## src/hw/rtl/gssa_pkg.sv

```systemverilog
`timescale 1ns / 1ps
`default_nettype none

package gssa_pkg;

  localparam int unsigned ADDR_W         = 64;
  localparam int unsigned SIZE_W         = 32;
  localparam int unsigned MODE_W         = 2;
  localparam int unsigned STATUS_W       = 2;
  localparam int unsigned INDEX_W        = 6;
  localparam int unsigned CFG_IDX_W      = 2;
  localparam int unsigned CFG_DATA_W     = 64;
  // Usage map is kept as rows of ROW_W slots, ROW_W == 2**ROW_BW
  localparam int unsigned ROW_W          = 8;
  localparam int unsigned ROW_BW         = 3;
  localparam int unsigned SLOT_COUNT_DEF = 64;

  localparam logic [ADDR_W-1:0] AREA_BASE_RST  = '0;
  localparam logic [SIZE_W-1:0] SLOT_SIZE_RST  = 32'd20480;
  localparam logic [SIZE_W-1:0] GUARD_SIZE_RST = 32'd4096;
  localparam logic [SIZE_W-1:0] STACK_SIZE_RST = 32'd16384;

  typedef enum logic [MODE_W-1:0] {
    MODE_ALLOC = 2'd0,
    MODE_FREE  = 2'd1,
    MODE_GUARD = 2'd2
  } mode_e;

  typedef enum logic [STATUS_W-1:0] {
    ST_OK     = 2'd0,
    ST_FULL   = 2'd1,
    ST_BAD    = 2'd2,
    ST_UNUSED = 2'd3
  } status_e;

  typedef enum logic [CFG_IDX_W-1:0] {
    REG_AREA_BASE  = 2'd0,
    REG_SLOT_SIZE  = 2'd1,
    REG_GUARD_SIZE = 2'd2,
    REG_STACK_SIZE = 2'd3
  } cfg_reg_e;

  typedef enum logic [1:0] {
    RD_PTR      = 2'd0,
    RD_PTR_NEXT = 2'd1,
    RD_SLOT     = 2'd2
  } rd_sel_e;

  typedef enum logic {
    MUL_SPAN = 1'b0,
    MUL_SLOT = 1'b1
  } mul_sel_e;

  typedef enum logic [1:0] {
    ADD_BASE  = 2'd0,
    ADD_GUARD = 2'd1,
    ADD_TOP   = 2'd2
  } add_sel_e;

  typedef enum logic [3:0] {
    S_IDLE,
    S_DECODE,
    S_ALLOC_SCAN,
    S_ALLOC_MUL,
    S_ALLOC_BASE,
    S_ALLOC_GUARD,
    S_ALLOC_TOP,
    S_RANGE,
    S_DIV,
    S_DIV_DONE,
    S_FREE_RD,
    S_FREE_CHK,
    S_DONE
  } ctrl_state_e;

  typedef struct packed {
    logic     load;
    rd_sel_e  rd_sel;
    logic     ptr_inc;
    logic     scan_take;
    logic     mul_en;
    mul_sel_e mul_sel;
    logic     add_en;
    add_sel_e add_sel;
    logic     off_en;
    logic     div_load;
    logic     div_step;
    logic     guard_eval;
    logic     slot_from_quo;
    logic     free_clear;
    logic     set_status;
    status_e  status;
    logic     set_idx;
    logic     out_load;
  } cmd_t;

  typedef struct packed {
    logic [MODE_W-1:0] mode;
    logic              scan_hit;
    logic              scan_last;
    logic              in_area;
    logic              ge_guard;
    logic              div_last;
    logic              rem_zero;
    logic              slot_ok;
    logic              bit_used;
    logic              out_busy;
  } stat_t;

  function automatic int unsigned addr_w(int unsigned n);
    return (n > 1) ? $clog2(n) : 1;
  endfunction

endpackage

`default_nettype wire

```

## src/hw/rtl/gssa_if.sv

```systemverilog
`timescale 1ns / 1ps
`default_nettype none

interface gssa_in_if;
  import gssa_pkg::*;
  logic              valid;
  logic              ready;
  logic [MODE_W-1:0] mode;
  logic [ADDR_W-1:0] address;
  modport source (output valid, output mode, output address, input ready);
  modport sink (input valid, input mode, input address, output ready);
endinterface

interface gssa_out_if;
  import gssa_pkg::*;
  logic                valid;
  logic                ready;
  logic [STATUS_W-1:0] status;
  logic [ADDR_W-1:0]   stack_base;
  logic [ADDR_W-1:0]   stack_top;
  logic [INDEX_W-1:0]  slot_index;
  logic                is_guard;
  modport source (output valid, output status, output stack_base, output stack_top,
                  output slot_index, output is_guard, input ready);
  modport sink (input valid, input status, input stack_base, input stack_top,
                input slot_index, input is_guard, output ready);
endinterface

interface gssa_cfg_if;
  import gssa_pkg::*;
  logic                  valid;
  logic                  ready;
  logic [CFG_IDX_W-1:0]  index;
  logic [CFG_DATA_W-1:0] data;
  modport source (output valid, output index, output data, input ready);
  modport sink (input valid, input index, input data, output ready);
endinterface

`default_nettype wire

```

## src/hw/rtl/gssa_ram.sv

```systemverilog
`timescale 1ns / 1ps
`default_nettype none

module gssa_ram #(
  parameter int unsigned WIDTH = 8,
  parameter int unsigned DEPTH = 8
) (
  input  logic                                 clk_i,
  input  logic                                 we_i,
  input  logic [gssa_pkg::addr_w(DEPTH)-1:0]   waddr_i,
  input  logic [WIDTH-1:0]                     wdata_i,
  input  logic [gssa_pkg::addr_w(DEPTH)-1:0]   raddr_i,
  output logic [WIDTH-1:0]                     rdata_o
);

  logic [WIDTH-1:0] mem_q [DEPTH];
  logic [WIDTH-1:0] rdata_q;

  always_ff @(posedge clk_i) begin
    if (we_i) begin
      mem_q[waddr_i] <= wdata_i;
    end
    rdata_q <= mem_q[raddr_i];
  end

  assign rdata_o = rdata_q;

endmodule

`default_nettype wire

```

## src/hw/rtl/gssa_ctrl.sv

```systemverilog
`timescale 1ns / 1ps
`default_nettype none

module gssa_ctrl (
  input  logic            clk_i,
  input  logic            rst_ni,
  input  logic            in_valid_i,
  output logic            in_ready_o,
  input  gssa_pkg::stat_t stat_i,
  output gssa_pkg::cmd_t  cmd_o
);
  import gssa_pkg::*;

  ctrl_state_e state_q, state_d;

  always_ff @(posedge clk_i or negedge rst_ni) begin
    if (!rst_ni) begin
      state_q <= S_IDLE;
    end else begin
      state_q <= state_d;
    end
  end

  always_comb begin
    state_d    = state_q;
    cmd_o      = '0;
    in_ready_o = 1'b0;
    unique case (state_q)
      S_IDLE: begin
        in_ready_o = 1'b1;
        if (in_valid_i) begin
          cmd_o.load = 1'b1;
          state_d    = S_DECODE;
        end
      end
      S_DECODE: begin
        // offset and area span are worked out for every mode; row 0 is fetched
        cmd_o.off_en  = 1'b1;
        cmd_o.mul_en  = 1'b1;
        cmd_o.mul_sel = MUL_SPAN;
        cmd_o.rd_sel  = RD_PTR;
        if (stat_i.mode == MODE_ALLOC) begin
          state_d = S_ALLOC_SCAN;
        end else if (stat_i.mode == MODE_FREE || stat_i.mode == MODE_GUARD) begin
          state_d = S_RANGE;
        end else begin
          state_d = S_DONE;
        end
      end
      S_ALLOC_SCAN: begin
        cmd_o.rd_sel = RD_PTR_NEXT;
        if (stat_i.scan_hit) begin
          cmd_o.scan_take = 1'b1;
          state_d         = S_ALLOC_MUL;
        end else if (stat_i.scan_last) begin
          cmd_o.set_status = 1'b1;
          cmd_o.status     = ST_FULL;
          state_d          = S_DONE;
        end else begin
          cmd_o.ptr_inc = 1'b1;
        end
      end
      S_ALLOC_MUL: begin
        cmd_o.mul_en     = 1'b1;
        cmd_o.mul_sel    = MUL_SLOT;
        cmd_o.set_status = 1'b1;
        cmd_o.status     = ST_OK;
        cmd_o.set_idx    = 1'b1;
        state_d          = S_ALLOC_BASE;
      end
      S_ALLOC_BASE: begin
        cmd_o.add_en  = 1'b1;
        cmd_o.add_sel = ADD_BASE;
        state_d       = S_ALLOC_GUARD;
      end
      S_ALLOC_GUARD: begin
        cmd_o.add_en  = 1'b1;
        cmd_o.add_sel = ADD_GUARD;
        state_d       = S_ALLOC_TOP;
      end
      S_ALLOC_TOP: begin
        cmd_o.add_en  = 1'b1;
        cmd_o.add_sel = ADD_TOP;
        state_d       = S_DONE;
      end
      S_RANGE: begin
        if (stat_i.mode == MODE_GUARD) begin
          cmd_o.set_status = 1'b1;
          cmd_o.status     = ST_OK;
          if (stat_i.in_area) begin
            cmd_o.div_load = 1'b1;
            state_d        = S_DIV;
          end else begin
            state_d = S_DONE;
          end
        end else if (stat_i.in_area && stat_i.ge_guard) begin
          cmd_o.div_load = 1'b1;
          state_d        = S_DIV;
        end else begin
          state_d = S_DONE;
        end
      end
      S_DIV: begin
        cmd_o.div_step = 1'b1;
        if (stat_i.div_last) begin
          state_d = S_DIV_DONE;
        end
      end
      S_DIV_DONE: begin
        if (stat_i.mode == MODE_GUARD) begin
          cmd_o.guard_eval = 1'b1;
          state_d          = S_DONE;
        end else if (stat_i.rem_zero) begin
          cmd_o.slot_from_quo = 1'b1;
          state_d             = S_FREE_RD;
        end else begin
          state_d = S_DONE;
        end
      end
      S_FREE_RD: begin
        cmd_o.rd_sel = RD_SLOT;
        state_d      = stat_i.slot_ok ? S_FREE_CHK : S_DONE;
      end
      S_FREE_CHK: begin
        cmd_o.set_idx    = 1'b1;
        cmd_o.set_status = 1'b1;
        cmd_o.status     = stat_i.bit_used ? ST_OK : ST_UNUSED;
        cmd_o.free_clear = stat_i.bit_used;
        state_d          = S_DONE;
      end
      S_DONE: begin
        // hold until the output register can take the word
        if (!stat_i.out_busy) begin
          cmd_o.out_load = 1'b1;
          state_d        = S_IDLE;
        end
      end
      default: begin
        state_d = S_IDLE;
      end
    endcase
  end

endmodule

`default_nettype wire

```

## src/hw/rtl/gssa_datapath.sv

```systemverilog
`timescale 1ns / 1ps
`default_nettype none

module gssa_datapath #(
  parameter int unsigned SLOT_COUNT = gssa_pkg::SLOT_COUNT_DEF
) (
  input  logic                              clk_i,
  input  logic                              rst_ni,
  input  gssa_pkg::cmd_t                    cmd_i,
  output gssa_pkg::stat_t                   stat_o,
  input  logic                              cfg_we_i,
  input  logic [gssa_pkg::CFG_IDX_W-1:0]    cfg_idx_i,
  input  logic [gssa_pkg::CFG_DATA_W-1:0]   cfg_data_i,
  input  logic [gssa_pkg::MODE_W-1:0]       mode_i,
  input  logic [gssa_pkg::ADDR_W-1:0]       address_i,
  gssa_out_if.source                        result_o
);
  import gssa_pkg::*;

  localparam int unsigned ROWS   = (SLOT_COUNT + ROW_W - 1) / ROW_W;
  localparam int unsigned ROW_AW = addr_w(ROWS);
  localparam int unsigned SN_W   = ROW_AW + ROW_BW;
  localparam int unsigned MA_W   = SN_W + 1;
  localparam int unsigned PW     = MA_W + SIZE_W;
  localparam int unsigned QW     = addr_w(SLOT_COUNT);
  localparam int unsigned DV_W   = SIZE_W + QW;
  localparam int unsigned CW     = addr_w(QW);

  // configuration
  logic [ADDR_W-1:0] area_base_q;
  logic [SIZE_W-1:0] slot_size_q, guard_size_q, stack_size_q;

  // item and working registers
  logic [MODE_W-1:0] mode_q;
  logic [ADDR_W-1:0] addr_q;
  logic [ROW_AW-1:0] ptr_q;
  logic [SN_W-1:0]   slot_q;
  logic [PW-1:0]     prod_q;
  logic [ADDR_W-1:0] acc_q;
  logic [ADDR_W-1:0] off_q;
  logic              borrow_q;
  logic [DV_W-1:0]   rem_q, dvs_q;
  logic [QW-1:0]     quo_q;
  logic [CW-1:0]     cnt_q;

  // result and output registers
  status_e            res_status_q;
  logic [ADDR_W-1:0]  res_base_q, res_top_q;
  logic [INDEX_W-1:0] res_idx_q;
  logic               res_guard_q;
  logic               out_valid_q;
  status_e            out_status_q;
  logic [ADDR_W-1:0]  out_base_q, out_top_q;
  logic [INDEX_W-1:0] out_idx_q;
  logic               out_guard_q;

  // usage map
  logic [ROWS-1:0]   row_valid_q;
  logic              row_ok_q;
  logic [ROW_AW-1:0] rd_addr, wr_addr;
  logic [ROW_W-1:0]  ram_rdata, row_raw, row_eff, pad, wr_data;
  logic [ROW_BW-1:0] free_bit;
  logic              wr_en;

  // arithmetic
  logic [ADDR_W:0]         off_full;
  logic [ADDR_W-1:0]       rel, add_a, add_b, add_sum;
  logic [MA_W-1:0]         mul_a;
  logic [PW-1:0]           prod_d;
  logic [DV_W-1:0]         dividend, dvs_init, guard_lim;
  logic                    rem_ge, is_guard_d;
  logic [INDEX_W+SN_W-1:0] idx_ext;

  always_comb begin
    unique case (cmd_i.rd_sel)
      RD_PTR:      rd_addr = ptr_q;
      RD_PTR_NEXT: rd_addr = ptr_q + 1'b1;
      RD_SLOT:     rd_addr = slot_q[SN_W-1:ROW_BW];
      default:     rd_addr = ptr_q;
    endcase
  end

  assign row_raw = row_ok_q ? ram_rdata : '0;

  // slots past the end of the area read as taken
  always_comb begin
    for (int b = 0; b < ROW_W; b++) begin
      pad[b] = {1'b0, ptr_q, ROW_BW'(b)} >= (SN_W + 1)'(SLOT_COUNT);
    end
  end

  assign row_eff = row_raw | pad;

  always_comb begin
    free_bit = '0;
    for (int b = ROW_W - 1; b >= 0; b--) begin
      if (!row_eff[b]) begin
        free_bit = ROW_BW'(b);
      end
    end
  end

  assign wr_en   = cmd_i.scan_take | cmd_i.free_clear;
  assign wr_addr = cmd_i.scan_take ? ptr_q : slot_q[SN_W-1:ROW_BW];
  assign wr_data = cmd_i.scan_take ? (row_raw | (ROW_W'(1) << free_bit))
                                   : (row_raw & ~(ROW_W'(1) << slot_q[ROW_BW-1:0]));

  gssa_ram #(
    .WIDTH (ROW_W),
    .DEPTH (ROWS)
  ) u_map_ram (
    .clk_i   (clk_i),
    .we_i    (wr_en),
    .waddr_i (wr_addr),
    .wdata_i (wr_data),
    .raddr_i (rd_addr),
    .rdata_o (ram_rdata)
  );

  assign off_full = {1'b0, addr_q} - {1'b0, area_base_q};
  assign rel      = off_q - ADDR_W'(guard_size_q);
  // offset is below the span here, so it fits the divider width
  assign dividend = (mode_q == MODE_FREE) ? rel[DV_W-1:0] : off_q[DV_W-1:0];
  assign dvs_init = DV_W'(slot_size_q) << (QW - 1);
  assign rem_ge   = rem_q >= dvs_q;

  assign guard_lim  = DV_W'(guard_size_q) + DV_W'(stack_size_q);
  assign is_guard_d = (rem_q < DV_W'(guard_size_q)) || (rem_q >= guard_lim);

  assign mul_a  = (cmd_i.mul_sel == MUL_SPAN) ? MA_W'(SLOT_COUNT) : {1'b0, slot_q};
  assign prod_d = PW'(mul_a) * PW'(slot_size_q);

  always_comb begin
    unique case (cmd_i.add_sel)
      ADD_BASE: begin
        add_a = area_base_q;
        add_b = ADDR_W'(prod_q);
      end
      ADD_GUARD: begin
        add_a = acc_q;
        add_b = ADDR_W'(guard_size_q);
      end
      ADD_TOP: begin
        add_a = acc_q;
        add_b = ADDR_W'(stack_size_q);
      end
      default: begin
        add_a = acc_q;
        add_b = '0;
      end
    endcase
  end

  assign add_sum = add_a + add_b;
  assign idx_ext = {{INDEX_W{1'b0}}, slot_q};

  assign stat_o.mode      = mode_q;
  assign stat_o.scan_hit  = ~&row_eff;
  assign stat_o.scan_last = ptr_q == ROW_AW'(ROWS - 1);
  assign stat_o.in_area   = !borrow_q && (off_q < ADDR_W'(prod_q));
  assign stat_o.ge_guard  = off_q >= ADDR_W'(guard_size_q);
  assign stat_o.div_last  = cnt_q == '0;
  assign stat_o.rem_zero  = rem_q == '0;
  assign stat_o.slot_ok   = {1'b0, slot_q} < (SN_W + 1)'(SLOT_COUNT);
  assign stat_o.bit_used  = row_raw[slot_q[ROW_BW-1:0]];
  assign stat_o.out_busy  = out_valid_q && !result_o.ready;

  always_ff @(posedge clk_i or negedge rst_ni) begin
    if (!rst_ni) begin
      area_base_q  <= AREA_BASE_RST;
      slot_size_q  <= SLOT_SIZE_RST;
      guard_size_q <= GUARD_SIZE_RST;
      stack_size_q <= STACK_SIZE_RST;
    end else if (cfg_we_i) begin
      unique case (cfg_reg_e'(cfg_idx_i))
        REG_AREA_BASE:  area_base_q  <= cfg_data_i;
        REG_SLOT_SIZE:  slot_size_q  <= cfg_data_i[SIZE_W-1:0];
        REG_GUARD_SIZE: guard_size_q <= cfg_data_i[SIZE_W-1:0];
        REG_STACK_SIZE: stack_size_q <= cfg_data_i[SIZE_W-1:0];
        default: ;
      endcase
    end
  end

  always_ff @(posedge clk_i or negedge rst_ni) begin
    if (!rst_ni) begin
      row_valid_q <= '0;
      out_valid_q <= 1'b0;
    end else begin
      if (wr_en) begin
        row_valid_q[wr_addr] <= 1'b1;
      end
      if (cmd_i.out_load) begin
        out_valid_q <= 1'b1;
      end else if (result_o.ready) begin
        out_valid_q <= 1'b0;
      end
    end
  end

  always_ff @(posedge clk_i) begin
    row_ok_q <= row_valid_q[rd_addr];
    if (cmd_i.load) begin
      mode_q       <= mode_i;
      addr_q       <= address_i;
      ptr_q        <= '0;
      res_status_q <= ST_BAD;
      res_base_q   <= '0;
      res_top_q    <= '0;
      res_idx_q    <= '0;
      res_guard_q  <= 1'b0;
    end
    if (cmd_i.ptr_inc) begin
      ptr_q <= ptr_q + 1'b1;
    end
    if (cmd_i.scan_take) begin
      slot_q <= {ptr_q, free_bit};
    end
    if (cmd_i.slot_from_quo) begin
      slot_q <= SN_W'(quo_q);
    end
    if (cmd_i.mul_en) begin
      prod_q <= prod_d;
    end
    if (cmd_i.off_en) begin
      off_q    <= off_full[ADDR_W-1:0];
      borrow_q <= off_full[ADDR_W];
    end
    if (cmd_i.add_en) begin
      acc_q <= add_sum;
      if (cmd_i.add_sel == ADD_GUARD) begin
        res_base_q <= add_sum;
      end
      if (cmd_i.add_sel == ADD_TOP) begin
        res_top_q <= add_sum;
      end
    end
    // restoring divide, one quotient bit a cycle, msb first
    if (cmd_i.div_load) begin
      rem_q <= dividend;
      dvs_q <= dvs_init;
      quo_q <= '0;
      cnt_q <= CW'(QW - 1);
    end else if (cmd_i.div_step) begin
      if (rem_ge) begin
        rem_q <= rem_q - dvs_q;
      end
      quo_q <= (quo_q << 1) | QW'(rem_ge);
      dvs_q <= dvs_q >> 1;
      cnt_q <= cnt_q - 1'b1;
    end
    if (cmd_i.guard_eval) begin
      res_guard_q <= is_guard_d;
    end
    if (cmd_i.set_status) begin
      res_status_q <= cmd_i.status;
    end
    if (cmd_i.set_idx) begin
      res_idx_q <= idx_ext[INDEX_W-1:0];
    end
    if (cmd_i.out_load) begin
      out_status_q <= res_status_q;
      out_base_q   <= res_base_q;
      out_top_q    <= res_top_q;
      out_idx_q    <= res_idx_q;
      out_guard_q  <= res_guard_q;
    end
  end

  assign result_o.valid      = out_valid_q;
  assign result_o.status     = out_status_q;
  assign result_o.stack_base = out_base_q;
  assign result_o.stack_top  = out_top_q;
  assign result_o.slot_index = out_idx_q;
  assign result_o.is_guard   = out_guard_q;

endmodule

`default_nettype wire

```

## src/hw/rtl/guarded_stack_slot_allocator_core.sv

```systemverilog
// Guarded stack slot allocator: hands out the lowest free slot of a fixed area of
// SLOT_COUNT slots (guard, then stack, then slack) and returns its stack base and
// top, frees a slot given its stack base, and answers whether an address lies in
// a guard or slack region. One word in gives one word out; items are handled one
// at a time, and a new item is taken while the previous result still waits on the
// output register. The usage map lives in a RAM of 8-slot rows with one valid bit
// per row, so reset needs no clearing pass. The first-fit scan of an allocate reads
// 1 to ceil(SLOT_COUNT/8) rows, one row per cycle from the RAM port. Free and guard
// queries use a bit-serial divider that splits the area offset into slot number and
// offset within the slot. Bad or out-of-area addresses finish early. Configuration
// writes are always accepted and must be made while the block is idle.
`timescale 1ns / 1ps
`default_nettype none

module guarded_stack_slot_allocator_core #(
  parameter int unsigned SLOT_COUNT = gssa_pkg::SLOT_COUNT_DEF
) (
  input  logic        clk_i,
  input  logic        rst_ni,
  gssa_cfg_if.sink    cfg_i,
  gssa_in_if.sink     item_i,
  gssa_out_if.source  result_o
);
  import gssa_pkg::*;

  cmd_t  cmd;
  stat_t stat;

  assign cfg_i.ready = 1'b1;

  gssa_ctrl u_ctrl (
    .clk_i      (clk_i),
    .rst_ni     (rst_ni),
    .in_valid_i (item_i.valid),
    .in_ready_o (item_i.ready),
    .stat_i     (stat),
    .cmd_o      (cmd)
  );

  gssa_datapath #(
    .SLOT_COUNT (SLOT_COUNT)
  ) u_datapath (
    .clk_i      (clk_i),
    .rst_ni     (rst_ni),
    .cmd_i      (cmd),
    .stat_o     (stat),
    .cfg_we_i   (cfg_i.valid),
    .cfg_idx_i  (cfg_i.index),
    .cfg_data_i (cfg_i.data),
    .mode_i     (item_i.mode),
    .address_i  (item_i.address),
    .result_o   (result_o)
  );

  a_load_when_free : assert property (@(posedge clk_i) disable iff (!rst_ni)
    cmd.out_load |-> !stat.out_busy)
    else $error("result word loaded over an undelivered word");

  a_one_item : assert property (@(posedge clk_i) disable iff (!rst_ni)
    (item_i.valid && item_i.ready) |=> !item_i.ready)
    else $error("second item taken while one is in progress");

  a_full_zero : assert property (@(posedge clk_i) disable iff (!rst_ni)
    (result_o.valid && result_o.status == ST_FULL) |->
      (result_o.stack_base == '0 && result_o.stack_top == '0 && result_o.slot_index == '0))
    else $error("full status with nonzero address fields");

  a_guard_ok : assert property (@(posedge clk_i) disable iff (!rst_ni)
    (result_o.valid && result_o.is_guard) |-> result_o.status == ST_OK)
    else $error("guard flag set on a failed word");

endmodule

`default_nettype wire
```

## src/flat_wrapper.sv

```systemverilog
// flat-port wrapper written by rule: the top's interface ports become plain ports
module guarded_stack_slot_allocator_core_flat import gssa_pkg::*;
#(
  parameter int unsigned SLOT_COUNT = gssa_pkg::SLOT_COUNT_DEF
)
  (clk_i, rst_ni, cfg_i_valid, cfg_i_index, cfg_i_data, cfg_i_ready, item_i_valid, item_i_mode, item_i_address, item_i_ready, result_o_valid, result_o_status, result_o_stack_base, result_o_stack_top, result_o_slot_index, result_o_is_guard, result_o_ready);
  gssa_cfg_if cfg_i_i ();
  gssa_in_if item_i_i ();
  gssa_out_if result_o_i ();
  input  logic clk_i;
  input  logic rst_ni;
  input wire logic [$bits(cfg_i_i.valid)-1:0] cfg_i_valid;
  input wire logic [$bits(cfg_i_i.index)-1:0] cfg_i_index;
  input wire logic [$bits(cfg_i_i.data)-1:0] cfg_i_data;
  output wire logic [$bits(cfg_i_i.ready)-1:0] cfg_i_ready;
  input wire logic [$bits(item_i_i.valid)-1:0] item_i_valid;
  input wire logic [$bits(item_i_i.mode)-1:0] item_i_mode;
  input wire logic [$bits(item_i_i.address)-1:0] item_i_address;
  output wire logic [$bits(item_i_i.ready)-1:0] item_i_ready;
  output wire logic [$bits(result_o_i.valid)-1:0] result_o_valid;
  output wire logic [$bits(result_o_i.status)-1:0] result_o_status;
  output wire logic [$bits(result_o_i.stack_base)-1:0] result_o_stack_base;
  output wire logic [$bits(result_o_i.stack_top)-1:0] result_o_stack_top;
  output wire logic [$bits(result_o_i.slot_index)-1:0] result_o_slot_index;
  output wire logic [$bits(result_o_i.is_guard)-1:0] result_o_is_guard;
  input wire logic [$bits(result_o_i.ready)-1:0] result_o_ready;
  assign cfg_i_i.valid = cfg_i_valid;
  assign cfg_i_i.index = cfg_i_index;
  assign cfg_i_i.data = cfg_i_data;
  assign cfg_i_ready = cfg_i_i.ready;
  assign item_i_i.valid = item_i_valid;
  assign item_i_i.mode = item_i_mode;
  assign item_i_i.address = item_i_address;
  assign item_i_ready = item_i_i.ready;
  assign result_o_valid = result_o_i.valid;
  assign result_o_status = result_o_i.status;
  assign result_o_stack_base = result_o_i.stack_base;
  assign result_o_stack_top = result_o_i.stack_top;
  assign result_o_slot_index = result_o_i.slot_index;
  assign result_o_is_guard = result_o_i.is_guard;
  assign result_o_i.ready = result_o_ready;
  guarded_stack_slot_allocator_core #(.SLOT_COUNT(SLOT_COUNT)) u_core (.clk_i(clk_i), .rst_ni(rst_ni), .cfg_i(cfg_i_i), .item_i(item_i_i), .result_o(result_o_i));
endmodule
```

## config.mk

```make
export PLATFORM = sky130hd
export DESIGN_NAME = guarded_stack_slot_allocator_core_flat
export DESIGN_NICKNAME = d
export VERILOG_FILES = /design/src/hw/rtl/gssa_pkg.sv /design/src/hw/rtl/gssa_if.sv /design/src/hw/rtl/gssa_ram.sv /design/src/hw/rtl/gssa_ctrl.sv /design/src/hw/rtl/gssa_datapath.sv /design/src/hw/rtl/guarded_stack_slot_allocator_core.sv /design/src/flat_wrapper.sv
export SDC_FILE = /design/constraint.sdc
export NUM_CORES = 2
export LEC_CHECK = 0
export BUFFER_PORTS_ARGS = -buffer_cell sky130_fd_sc_hd__buf_2
export CAP_MARGIN = 20
export CORE_AREA = 8 8 465 467
export DETAILED_ROUTE_END_ITERATION = 8
export DIE_AREA = 0 0 473 475
export GPL_TIMING_DRIVEN = 0
export PLACE_DENSITY = 0.39
export SETUP_SLACK_MARGIN = 0.1
export SLEW_MARGIN = 0
export SYNTH_ARGS = -nofsm -noshare
export SYNTH_HDL_FRONTEND = slang
export SYNTH_SLANG_ARGS = --single-unit
```

## constraint.sdc

```tcl
create_clock -name clk_i -period 10.7 [get_ports clk_i]
set_input_delay 0.535 -clock clk_i [delete_from_list [all_inputs] [get_ports clk_i]]
set_output_delay 0.535 -clock clk_i [all_outputs]
set_load 0.1 [all_outputs]
```

# After elaboration in Yosys (flattened, before gate mapping)

Memory sizes are Yosys's and may differ from the RTL's. A register that Yosys moved wholly into a read port is not among the register bits.
Cells that the tools add are included.

$add $sub $neg: 7
Multipliers: 1
Div/mod/pow operators: 0
Magnitude comparators: 9
Equal/unequal tests: 26
Shifts and indexed selects: 2
Mux-type cells: 89
Bitwise operators: 6
Reduce and logical (&&, ||, !) cells: 31

Operators with widths:

| cell                 | number |
|---|---|
| $mux W64             | 7 |
| $mux W38             | 4 |
| $pmux W39 S3         | 1 |
| $mux W37             | 2 |
| $sub A64 B64 Y65     | 1 |
| $add A64 B64 Y64     | 1 |
| $ge A64 B32 Y1       | 1 |
| $lt A64 B39 Y1       | 1 |
| $mux W3              | 17 |
| $pmux W4 S12         | 1 |
| $mul A7 B32 Y39      | 1 |
| $ge A38 B33 Y1       | 1 |
| $ge A38 B37 Y1       | 1 |
| $logic_not A38 Y1    | 1 |
| $lt A38 B32 Y1       | 1 |
| $sub A38 B32 Y38     | 1 |
| $sub A38 B37 Y38     | 1 |
| $mux W4              | 9 |
| $add A32 B32 Y33     | 1 |
| $mux W1              | 28 |
| $mux W6              | 4 |
| $eq A4 B4 Y1 const B | 5 |
| $eq A4 B3 Y1 const B | 4 |
| $mux W8              | 2 |
| 37 further kinds     | 75 |

Flip-flop bits (word level): 775
Latch bits: 0
RAM bits: 64
Memory bits (read-only): 0
Input port bits: 137
Output and inout bits: 140
Logic and storage cells: 203
Memories kept: 1

Memories:

| memory                            | depth | bits a word | read ports | clocked after Yosys merged registers in | wr ports | RTL line       | text |
|---|---|---|---|---|---|---|---|
| u_core.u_datapath.u_map_ram.mem_q | 8     | 8           | 1          | 1                                       | 1        | gssa_ram.sv:16 | `logic [WIDTH-1:0] mem_q [DEPTH];` |

# Depth between registers and ports, before layout

Depth in word-level cells: 12
Mapped depth: 25
Depth with buffers taken out: 23

# Cells and area by module

A second synthesis with hierarchy kept.

Cell total of the unflattened synthesis: 5168
Area total of the unflattened synthesis: 52922.0 um^2

Modules (own cells, without submodules):

| module                            | times used | cells each | area each (um^2) | seq. area each (um^2) |
|---|---|---|---|---|
| gssa_datapath                     | 1          | 4964       | 49611.3          | 20880.0 |
| gssa_ram                          | 1          | 114        | 2691.3           | 2082.0 |
| gssa_ctrl                         | 1          | 88         | 608.1            | 100.1 |
| guarded_stack_slot_allocator_core | 1          | 2          | 11.3             | 0.0 |

# Worst setup path before layout

Ideal clock, no wire load.

Path kind: register to register
Start: register u_core.u_ctrl.state_q[3]
End: register u_core.u_datapath.out_guard_q (netlist: u_core.u_datapath.result_o.is_guard), enable pin
Arrival: 7.284 ns
Data required time: 10.051 ns
Slack: 2.767 ns
Stages on the path, launching flop included: 6
Path buffers: 2
Cells stage by stage: dfrtp_1 > clkbuf_1 > clkbuf_1 > nand2_1 > or3_1 > nor2b_1

RTL lines:

| item                   | RTL line             | text |
|---|---|---|
| start, declared        | gssa_ctrl.sv:14      | `ctrl_state_e state_q, state_d;` |
| start signal, assigned | gssa_ctrl.sv:20      | `state_q <= state_d;` |
| end signal, assigned   | gssa_datapath.sv:266 | `out_guard_q <= res_guard_q;` |
| end, declared          | gssa_datapath.sv:55  | `logic out_guard_q;` |

# Final worst setup path

Start: register u_core.u_ctrl.state_q[1]
End: register u_core.u_datapath.prod_q[38], data pin

Cells in the longest elaborated chain, start to end: 4
Elaborated cells between the ends (all ways): 5
Those cells by class: 1 x mul; 2 x eq/ne; 2 x mux

RTL lines:

| item                                         | RTL line             | text |
|---|---|---|
| $eq A4 B2 Y1 or $eq A4 B1 Y1 (tied branches) | gssa_ctrl.sv:28      | `unique case (state_q)` |
| $pmux W2 S2 (*)                              | gssa_ctrl.sv:28      |  |
| $mux W7 (*)                                  | gssa_datapath.sv:130 | `assign mul_a = (cmd_i.mul_sel == MUL_SPAN) ? MA_W'(SLOT_COUNT) : {1'b0, slot_q};` |
| $mul A7 B32 Y39 (*)                          | gssa_datapath.sv:131 | `assign prod_d = PW'(mul_a) * PW'(slot_size_q);` |
| via u_core.u_datapath.prod_d[38]             | gssa_datapath.sv:69  | `logic [PW-1:0] prod_d;` |
| end signal, assigned                         | gssa_datapath.sv:223 | `prod_q <= prod_d;` |
| end, declared                                | gssa_datapath.sv:38  | `logic [PW-1:0] prod_q;` |

The timed path passes the listed nets; every way through them passes the cells marked *.
A chain may end at the register's enable or synchronous reset.

==> flow_metrics.py <==
metrics = {
    "run_status": {
        "status": "finished, final reports clean",
    },
    "global_route": {
        "grt_use_met1": 0.238,
        "top_usage_layer": "met2",
        "track_usage": 0.169,
        "grt_start_max_net_pins": 100,
        "antenna_found_initial": 33,
        "grtUsageMet2": 0.269,
        "grt_pass1_wl_um": 283000,
        "grt_overflow_total": 0,
        "use_met3": 0.0324,
        "grt_pass1_vias": 40177,
    },
    "synthesis": {
        "async_reset_ff_frac": 0.204,
        "ys_seq_elements": 847,
        "synth-seq-area-share": 0.445,
        "syn_area_sq_um": 51800,
        "synth-edff-count": 523,
        "synth.distinct_cells": 83,
        "synth_top_flop_cell": "edfxtp_1",
        "synth_nets": 5629,
        "postSynthAreaPerCell_sq_um": 10.4,
        "synth_cells": 4964,
        "ys_warn_count": 0,
    },
    "detailed_routing": {
        "drt_first_pass_iters": 6,
        "drt_iter0_drc": 3120,
        "vias": 40290,
        "drcViolationCount": 0,
        "wl_per_cell_um": 23.2,
        "postRouteAntennaNets": 0,
        "wirelength_um": 195000,
        "via_per_inst": 4.80,
    },
    "sta": {
        "rsz0062_at_grt": "false",
        "finalHoldViolations": 0,
        "fmax_ghz": 0.119,
        "clock_skew_ps": 52.2,
        "fin_crit_sh": 0.787,
        "setup_viol": 0,
        "slew_headroom": 0.220,
        "worstMarginPinSlew_ps": 1160,
        "layout_min_cycle_time_ps": 8420,
        "drv_slew": 0,
    },
    "power_and_ir_drop": {
        "p_per_area_nw_per_um2": 284,
        "ir_drop_mv": 0.142,
        "power.leakage_nw": 25.9,
    },
    "clock_network": {
        "cts_resized": 0,
        "clk_pin_slew_ps": 60,
        "cts_setup_buffers": 0,
        "root_buffer": "clkbuf_16",
        "cts.sinks": 847,
        "cts_buffer_depth": 3,
        "cts_made_buffers": 102,
        "cts_tree": "done",
        "htreeDepth": 3,
        "clk_latency_ps": 770,
        "holdBufCountCts": 96,
    },
    "worst_setup_path": {
        "rrSetupSlack_ps": 2280,
        "reg2reg_depth": 25,
        "worstPathArrival_ps": 8880,
        "r2r-end": "u_core.u_datapath.prod_q[38]$_DFFE_PP_",
        "required_ps": 11160,
        "crit_path_max_fanout": 10,
        "critPathLaunchType": "register",
        "endpoint_kind": "register",
        "r2r-start": "u_core.u_ctrl.state_q[1]$_DFFE_PN0P_",
        "criticalPathCategory": "register to register",
    },
    "die": {
        "rows": 168,
        "start_util": 0.249,
        "die_x_um": 473,
        "core_sq_um": 209000,
        "die_y_um": 475,
        "num_io_pins": 277,
        "die_area_sq_um": 225000,
    },
    "hold_path": {
        "hold-path-endpoint": "u_core.u_datapath.area_base_q[44]$_DFFE_PN0P_",
        "whs_path_depth": 3,
        "worst_hold_path_type": "primary input to register",
        "min_from": "cfg_i_data[44]",
    },
    "finish": {
        "stdcell_count": 8387,
        "drive_gt1_frac": 0.124,
        "fin_nets": 6143,
        "fin_util": 0.297,
        "syn_to_final_growth_pct": 19.5,
    },
    "place": {
        "io_buffers": 275,
        "hpwl_um": 159000,
        "dpl.cell_count": 8077,
        "place.gp.congestion": 0.912,
    },
    "run": {
        "cap_violations": 0,
    },
}
power breakdown:
group	internal, mW	total [mW]	leakage [nW]	switching (mW)
Clock	2.14	3.67	1.73	1.53
Combinational	2.96	8.56	16.0	5.60
Sequential	4.71	5.38	8.16	0.671
synth_stat cells (all sizes together), types with 45 or more instances:
| master | instances | area share |
|---|---|---|
| xor2 | 92 | 0.016 |
| nand4 | 48 | 0.0058 |
| o21ai | 368 | 0.036 |
| edfxtp | 523 | 0.30 |
| clkbuf | 156 | 0.011 |
| dfrtp | 169 | 0.082 |
| a21oi | 287 | 0.028 |
| mux2i | 51 | 0.0098 |
| and3 | 110 | 0.013 |
| fa | 154 | 0.059 |
| nor2 | 215 | 0.016 |
| nor2b | 45 | 0.0054 |
| dfxtp | 151 | 0.058 |
| xnor2 | 140 | 0.024 |
| and2 | 103 | 0.012 |
| nand2 | 365 | 0.026 |
| a22o | 62 | 0.010 |
| mux2 | 118 | 0.026 |
| inv | 461 | 0.033 |
| ha | 374 | 0.090 |
| a21o | 131 | 0.019 |
| nor3 | 71 | 0.0070 |
| nand3 | 181 | 0.017 |
worst max-delay path by stage:
| stage | from | endpoint | depth (start not counted) |
|---|---|---|---|
| after floorplan | u_core.u_ctrl.state_q[3]$_DFFE_PN0P_ | u_core.u_datapath.result_o.is_guard$_DFFE_PP_ | 5 |
| after global placement | u_core.u_ctrl.state_q[3]$_DFFE_PN0P_ | u_core.u_datapath.result_o.stack_top[49]$_DFFE_PP_ | 5 |
| after detailed placement | u_core.u_ctrl.state_q[1]$_DFFE_PN0P_ | u_core.u_datapath.prod_q[38]$_DFFE_PP_ | 24 |
| after CTS | u_core.u_ctrl.state_q[1]$_DFFE_PN0P_ | u_core.u_datapath.prod_q[38]$_DFFE_PP_ | 24 |
| after global routing | u_core.u_ctrl.state_q[1]$_DFFE_PN0P_ | u_core.u_datapath.prod_q[38]$_DFFE_PP_ | 25 |
| final | u_core.u_ctrl.state_q[1]$_DFFE_PN0P_ | u_core.u_datapath.prod_q[38]$_DFFE_PP_ | 25 |
sequential cells by signal, summed over array words and instances, names as in the netlist, 32 cells and up:
| register | flops |
|---|---|
| u_core.u_datapath.acc_q | 64 |
| u_core.u_datapath.addr_q | 64 |
| u_core.u_datapath.area_base_q | 64 |
| u_core.u_datapath.off_q | 64 |
| u_core.u_datapath.res_base_q | 64 |
| u_core.u_datapath.res_top_q | 64 |
| u_core.u_datapath.result_o.stack_base | 64 |
| u_core.u_datapath.result_o.stack_top | 64 |
| u_core.u_datapath.u_map_ram.mem_q | 64 |
| u_core.u_datapath.prod_q | 39 |
| u_core.u_datapath.rem_q | 38 |
| u_core.u_datapath.dvs_q | 37 |
| u_core.u_datapath.guard_size_q | 32 |
| u_core.u_datapath.slot_size_q | 32 |
| u_core.u_datapath.stack_size_q | 32 |
final cells by class:
| class | count | area [sq um] |
|---|---|---|
| Antenna cell | 14 | 35.0 |
| Tap cell | 2805 | 3510 |
| Timing Repair Buffer | 410 | 2930 |
| Multi-Input combinational cell | 3463 | 26300 |
| Buffer | 192 | 749 |
| Fill cell | 21916 | 147000 |
| Clock buffer | 141 | 2840 |
| Clock inverter | 53 | 719 |
| Sequential cell | 847 | 23100 |
| Inverter | 462 | 1740 |
cells in the final DEF, fill, tap and decap left out, drive strengths merged, types with 71 or more instances in the layout:
cell,netlist,routed
nand2,365,365
xor2,92,92
and3,110,110
buf,36,348
o21ai,368,368
and2,103,103
nor3,71,71
dfrtp,169,169
nor2,215,215
edfxtp,523,523
clkbuf,156,299
nand3,181,181
fa,154,154
ha,374,374
a21oi,287,287
xnor2,140,140
mux2,118,118
a21o,131,131
dlygate4sd3,0,96
dfxtp,151,151
inv,461,464
routing by layer:
layer / vias to the layer above / part of all wire / wire length, um
li1: 18977 / - / -
met1: 20155 / 0.47 / 92100
met2: 969 / 0.45 / 87500
met3: 187 / 0.057 / 11100
met4: 2 / 0.022 / 4260
met5: - / 0.000062 / 12
through the flow:
step / instance area [sq um] / setup TNS, ps / setup slack [ps] / power [mW] / hold WS, ps
global route: 61900 / 0 / 1940 / 18.9 / 52.5
floorplan: 51800 / 0 / 2770 / 10.9 / 239
finish: 61900 / 0 / 2280 / 17.6 / 85.0
detailed placement: 57300 / 0 / 2110 / 14.0 / 406
CTS: 61800 / 0 / 2020 / 17.8 / 0.976
global placement: 56700 / -227040 / -1700 / 13.9 / 402
worst max-delay path: stages (launching register included):
cell       delay [ps]
dfrtp_1           380
buf_2             250
nand2_1           220
or3_1             440
clkbuf_1          280
nor2_1            670
clkbuf_1          790
nand2_1           160
fa_1              490
fa_1              540
inv_1              60
fa_1              530
inv_1              60
fa_1              520
inv_1              40
ha_1              340
o21ai_0           100
o21bai_1           90
a21oi_1           370
o21ai_0           160
clkbuf_4          210
a22o_1            260
o41ai_1           600
o2111ai_1         220
a21oi_1           210
xnor2_1           120
logic make-up (layout without fill, tap and decap cells):
group,count (synthesis),count (layout),synth area share
simple gates,1302,1302,0.125
compound gates,1211,1211,0.149
flops,847,847,0.445
buf+inv,654,1258,0.0479
fa+ha+maj,528,528,0.150
xor+xnor,232,232,0.0392
mux,189,189,0.0442
other cells,1,15,0.0000723
Power figures use the tool's default switching activity.
